<file path="src/sv/uxr_pkg.sv">
`default_nettype none
package uxr_pkg;

  localparam int RX_DEPTH = 256;
  localparam int TX_DEPTH = 256;
  localparam int RX_AW = $clog2(RX_DEPTH);
  localparam int TX_AW = $clog2(TX_DEPTH);
  localparam int RX_CW = $clog2(RX_DEPTH + 1);
  localparam int TX_CW = $clog2(TX_DEPTH + 1);
  localparam int CMP_W = 16;

  localparam logic [7:0] CH_XON = 8'h11;
  localparam logic [7:0] CH_XOFF = 8'h13;
  localparam logic [7:0] OVERRUN_BIT = 8'h08;

  localparam logic [2:0] KIND_RX_CHAR = 3'd0;
  localparam logic [2:0] KIND_TX_READY = 3'd1;
  localparam logic [2:0] KIND_HOST_WRITE = 3'd2;
  localparam logic [2:0] KIND_HOST_READ = 3'd3;
  localparam logic [2:0] KIND_RX_RESTART = 3'd4;
  localparam logic [2:0] KIND_SET_STATUS = 3'd5;

  localparam logic [1:0] CFG_XONXOFF_ENABLE = 2'd0;
  localparam logic [1:0] CFG_RX_CAPACITY = 2'd1;
  localparam logic [1:0] CFG_RX_HIGH_WATERMARK = 2'd2;
  localparam logic [1:0] CFG_TX_LOW_WATERMARK = 2'd3;

  localparam int CFG_DW = 9;

  typedef struct packed {
    logic [2:0] kind;
    logic [7:0] data_byte;
    logic [7:0] line_status;
    logic [3:0] status_request;
  } uxr_in_t;

  typedef struct packed {
    logic       line_valid;
    logic [7:0] line_byte;
    logic       read_valid;
    logic [7:0] read_byte;
    logic       write_accepted;
    logic       wake;
    logic       rx_disabled;
    logic       tx_disabled;
    logic [7:0] rx_error_bits;
    logic [7:0] tx_error_bits;
  } uxr_out_t;

  typedef struct packed {
    logic xoff_in;
    logic xoff_out;
    logic xoff_pend;
    logic xon_pend;
  } uxr_flow_t;

  typedef struct packed {
    uxr_flow_t        flow;
    logic             tx_enabled;
    logic [RX_CW-1:0] rx_fill;
    logic [TX_CW-1:0] tx_fill;
    logic [7:0]       rx_err;
    logic [7:0]       tx_err;
  } uxr_state_t;

  typedef struct packed {
    logic rx_push;
    logic rx_pop;
    logic tx_push;
    logic tx_pop;
  } uxr_ring_op_t;

  typedef struct packed {
    logic       xonxoff_enable;
    logic [8:0] rx_capacity;
    logic [8:0] rx_high_watermark;
    logic [7:0] tx_low_watermark;
  } uxr_cfg_t;

endpackage
`default_nettype wire

</file>
<file path="src/sv/uxr_step.sv">
`default_nettype none
module uxr_step
  import uxr_pkg::*;
(
  input  wire uxr_in_t    item,
  input  wire uxr_state_t st,
  input  wire uxr_cfg_t   cfg,
  output uxr_state_t   st_nxt,
  output uxr_ring_op_t ops,
  output uxr_out_t     res,
  output logic         line_from_ring
);

  logic [CMP_W-1:0] cap;
  logic [CMP_W-1:0] rx_fill_w;
  logic [CMP_W-1:0] tx_left_w;
  logic [TX_CW-1:0] tx_left;
  logic             en;

  always_comb begin
    en = cfg.xonxoff_enable;
    rx_fill_w = CMP_W'(st.rx_fill);
    cap = (CMP_W'(cfg.rx_capacity) < CMP_W'(RX_DEPTH)) ? CMP_W'(cfg.rx_capacity)
                                                       : CMP_W'(RX_DEPTH);
    tx_left = st.tx_fill - TX_CW'(1);
    tx_left_w = CMP_W'(tx_left);

    st_nxt = st;
    ops = '0;
    res = '0;
    line_from_ring = 1'b0;

    case (item.kind)
      KIND_RX_CHAR: begin
        st_nxt.rx_err = st.rx_err | item.line_status;
        if (en && item.data_byte == CH_XOFF) begin
          st_nxt.tx_enabled = 1'b0;
          st_nxt.flow.xoff_in = 1'b1;
        end else if (en && item.data_byte == CH_XON) begin
          st_nxt.tx_enabled = 1'b1;
          st_nxt.flow.xoff_in = 1'b0;
        end else if (rx_fill_w >= cap) begin
          st_nxt.rx_err = st.rx_err | item.line_status | OVERRUN_BIT;
        end else begin
          if (st.rx_fill == '0) begin
            res.wake = 1'b1;
          end else if (en && (rx_fill_w + CMP_W'(1)) >= CMP_W'(cfg.rx_high_watermark)
                       && !st.flow.xoff_out) begin
            if (st.tx_enabled) begin
              res.line_valid = 1'b1;
              res.line_byte = CH_XOFF;
              st_nxt.flow.xoff_out = 1'b1;
              st_nxt.flow.xoff_pend = 1'b0;
            end else begin
              st_nxt.flow.xoff_pend = 1'b1;
            end
          end
          ops.rx_push = 1'b1;
          st_nxt.rx_fill = st.rx_fill + RX_CW'(1);
        end
      end
      KIND_TX_READY: begin
        if (!st.tx_enabled) begin
          st_nxt = st;
        end else if (st.flow.xon_pend || st.flow.xoff_pend) begin
          res.line_valid = 1'b1;
          if (st.flow.xoff_pend) begin
            res.line_byte = CH_XOFF;
            st_nxt.flow.xoff_out = 1'b1;
          end else begin
            res.line_byte = CH_XON;
            st_nxt.flow.xoff_out = 1'b0;
          end
          st_nxt.flow.xon_pend = 1'b0;
          st_nxt.flow.xoff_pend = 1'b0;
        end else if (st.flow.xoff_in) begin
          st_nxt.tx_enabled = 1'b0;
        end else if (st.tx_fill != '0) begin
          ops.tx_pop = 1'b1;
          st_nxt.tx_fill = tx_left;
          st_nxt.tx_err = st.tx_err | item.line_status;
          res.line_valid = 1'b1;
          line_from_ring = 1'b1;
          if (tx_left_w == CMP_W'(cfg.tx_low_watermark)) begin
            res.wake = 1'b1;
          end
          if (tx_left == '0) begin
            st_nxt.tx_enabled = 1'b0;
            res.wake = 1'b1;
          end
        end else begin
          st_nxt.tx_enabled = 1'b0;
          res.wake = 1'b1;
        end
      end
      KIND_HOST_WRITE: begin
        if (CMP_W'(st.tx_fill) < CMP_W'(TX_DEPTH)) begin
          ops.tx_push = 1'b1;
          st_nxt.tx_fill = st.tx_fill + TX_CW'(1);
          st_nxt.tx_enabled = 1'b1;
          res.write_accepted = 1'b1;
        end
      end
      KIND_HOST_READ: begin
        if (st.rx_fill != '0) begin
          ops.rx_pop = 1'b1;
          st_nxt.rx_fill = st.rx_fill - RX_CW'(1);
          res.read_valid = 1'b1;
        end
      end
      KIND_RX_RESTART: begin
        if (en && st.flow.xoff_out) begin
          if (st.tx_enabled) begin
            res.line_valid = 1'b1;
            res.line_byte = CH_XON;
            st_nxt.flow.xon_pend = 1'b0;
          end else begin
            st_nxt.flow.xon_pend = 1'b1;
          end
          st_nxt.flow.xoff_out = 1'b0;
          st_nxt.flow.xoff_pend = 1'b0;
        end
      end
      KIND_SET_STATUS: begin
        if (en) begin
          if (item.status_request[0]) begin
            st_nxt.flow.xoff_out = 1'b0;
          end else if (item.status_request[1]) begin
            st_nxt.flow.xoff_out = 1'b1;
          end
          if (item.status_request[2]) begin
            st_nxt.flow.xoff_in = 1'b0;
          end else if (item.status_request[3]) begin
            st_nxt.flow.xoff_in = 1'b1;
          end
        end
      end
      default: begin
        st_nxt = st;
      end
    endcase

    res.rx_disabled = en && st_nxt.flow.xoff_out;
    res.tx_disabled = en && st_nxt.flow.xoff_in;
    res.rx_error_bits = st_nxt.rx_err;
    res.tx_error_bits = st_nxt.tx_err;
  end

endmodule
`default_nettype wire

</file>
<file path="config.mk">
export PLATFORM = sky130hd
export DESIGN_NAME = uxr_step
export DESIGN_NICKNAME = d
export VERILOG_FILES = /design/src/sv/uxr_pkg.sv /design/src/sv/uxr_step.sv
export SDC_FILE = /design/constraint.sdc
export NUM_CORES = 1
export LEC_CHECK = 0
export ABC_AREA = 1
export BUFFER_PORTS_ARGS = -buffer_cell sky130_fd_sc_hd__buf_4
export CELL_PAD_IN_SITES_DETAIL_PLACEMENT = 2
export CELL_PAD_IN_SITES_GLOBAL_PLACEMENT = 2
export CORE_ASPECT_RATIO = 1.75
export CORE_UTILIZATION = 18
export DETAILED_ROUTE_END_ITERATION = 8
export GPL_TIMING_DRIVEN = 0
export PLACE_DENSITY_LB_ADDON = 0.1
export REMOVE_ABC_BUFFERS = 1
export SYNTH_ARGS = -nofsm -noshare
export SYNTH_HDL_FRONTEND = slang
export SYNTH_SLANG_ARGS = --single-unit
</file>
<file path="constraint.sdc">
create_clock -name vclk -period 3.2
set_input_delay 0.8 -clock vclk [all_inputs]
set_output_delay 0.8 -clock vclk [all_outputs]
set_load 0.05 [all_outputs]
</file>
==> results.ini <==
[global_route]
antenna_found_initial=0
grt_pass1_vias=4164
grt_util_met1_pct=15.83
grt_max_degree=17
grt_pass1_wl_mm=21.21
use_met3_pct=1.333
grt_usage_pct=18.22
grt_use_met2_pct=40.88
grt_overflow=0
grt-busiest-layer=met2

[logic_synthesis]
netlist_area_sq_mm=0.002560
synthesis.instances=464
synth_seq_area_share_pct=0
ys_types=41
avgSynthCellArea_sq_um=5.517
yosysWarnings=0

[cells_and_area]
n_antenna_cell=0
nets=752
area_growth_pct=91.35
clock_buffers=0
seq_area_sq_um=0
num-fill-cells=1667
multi_input_area_sq_mm=0.002597
seq_cells=0
drive_gt1_share_pct=50.78

[critical_path]
end_kind=output pin
crit_chain=buf_12, nand3_4, nor3_4, buf_6, nand2_4, xor2_1, inv_2, ha_4, nand2_1, inv_1, nand2_1, nand2_1, nand2_2, nand2_4, nand4_4, buf_12, nand4_1, buf_6
worstPathMaxFanout=5
start_kind=input pin
crit_slowest_cell=ha_4
worstPathArrival_ps=2810
cpMostUsedCell=nand2_1
crit_path_max_incr_delay_ps=270
required_ps=2400
crit_family=simple AND/OR/NAND/NOR gates
critPathKind=input pin to output pin
crit_buf_inv=6

[timing]
final-setup-viol-count=18
drv_slew=0
fin_hold_ws_ps=1965
fmax_mhz=276.8
setup_ws_ps=-413.0
hold_viol=0
post-route-period-util_pct=112.9
rsz0062_at_grt=yes
period_needed_ps=3613

[detailed_routing]
wl_per_cell_um=17.61
postRouteAntennaNets=0
drt_wl_total_mm=14.36
drcViolationCount=0
vias_per_cell=4.542
firstDrtPassIters=4
vias=3702
first_iter_violations=46

[power_and_ir_drop]
p_sw_share_pct=62.29
peakVddDrop_mv=0.1025
p_leak_nw=2.508
p_int_w=0.0003222
clock_power_share_pct=0
switchingPower_w=0.0005324
p_comb_share_pct=100.0
seq_power_share_pct=0
power.density_mw_per_mm2=174.5

[place]
dp_worst_setup_slack_ps=-1065
dp_hpwl_mm=11.56
gp_congestion=0.8654
io_buffers=158

[floorplanning]
io_pins=171
die_w_um=92.15
die-area_sq_mm=0.01472
die_y_um=159.8
floorplan.initialDensity_pct=18.41
row_count=57
coreArea_sq_mm=0.01391

[run_status]
violations=negative setup slack
status=finished, violations left

[worst_hold_path]
hold_class=input pin to output pin

[run]
timing.max_cap.violations=0

area by class of cell:
cell class | count | area share (%)
Inverter | 83 | 7.101
Tap cell | 177 | 4.521
Multi-Input combinational cell | 354 | 53.03
Timing Repair Buffer | 201 | 35.35
layout by cell type (no fill, tap or decap), types with 12 or more instances in the layout:
cell      instances
nand2_1          95
nand3_1          23
conb_1           13
inv_1            57
ha_4             14
buf_6            30
a21oi_1          13
buf_4           161
o21ai_0          12
nand2_4          14
inv_2            17
nor2_1           30
o21bai_1         13
synth_stat cells, types with 8 or more instances:
cell        n  area, sq um
nor2_1     44        165.2
nor3_1      8        40.04
o21ai_1     8        40.04
ha_1       23        287.8
inv_1      69        259.0
xor2_1     10        87.58
nand2_1   113        424.2
inv_2      13        48.80
o21ai_0    16        80.08
a21oi_1    17        85.08
nand3_1    26        130.1
buf_4      34        255.2
o21bai_1   15        112.6
path summary, 6_finish.rpt:
check,endpoint,depth (start not counted),start,slack (ps)
hold / removal,st_nxt[3],3,st[3],1960
setup / recovery,res[37],18,st[25],-410
logic make-up (layout without fill, tap and decap cells):
logic type / count (synthesis) / in the layout / synth area share (%)
adder cells (fa/ha/maj): 23 / 23 / 11.24
buffers and inverters: 124 / 284 / 23.75
other: 1 / 13 / 0.1465
AND/OR/NAND/NOR: 225 / 227 / 41.25
AO/OA/AOI/OAI: 76 / 76 / 18.48
XOR/XNOR: 15 / 15 / 5.132
power groups by stage:
stage	Sequential (W)	Clock, W	Combinational, W
2_1_floorplan	0	0	0.000415
3_3_place_gp	0	0	0.000678
3_5_place_dp	0	0	0.000691
4_1_cts	0	0	0.000799
5_1_grt	0	0	0.000912
6_report	0	0	0.000855
repair_timing:
action,4_1_cts,5_1_grt
resized for setup,110,73
hold buffers,0,0
pin swaps,30,22
endpoints found under the setup margin,47,33
gates cloned,1,1
buffers inserted,30,16
stage by stage:
step / power [W] / util [%] / area, sq um / cells / TNS [ps]
after detailed placement: 0.0006912 / 26.72 / 3716 / 770 / -22950
after global routing: 0.0009121 / 35.22 / 4898 / 815 / -7305
after CTS: 0.0007993 / 32.03 / 4454 / 800 / -4957
final: 0.0008546 / 35.22 / 4898 / 815 / -4582
after floorplan: 0.0004145 / - / 2308 / 435 / -27910
after global placement: 0.0006780 / 26.72 / 3716 / 770 / -21440
metal layers:
layer	vias to the layer above	part of all wire (%)	wire length, um
li1	1797	-	-
met1	1788	31	4386
met2	95	63	9030
met3	22	3.0	424
met4	0	3.6	515
met5	-	0	0
Power figures use the tool's default switching activity.
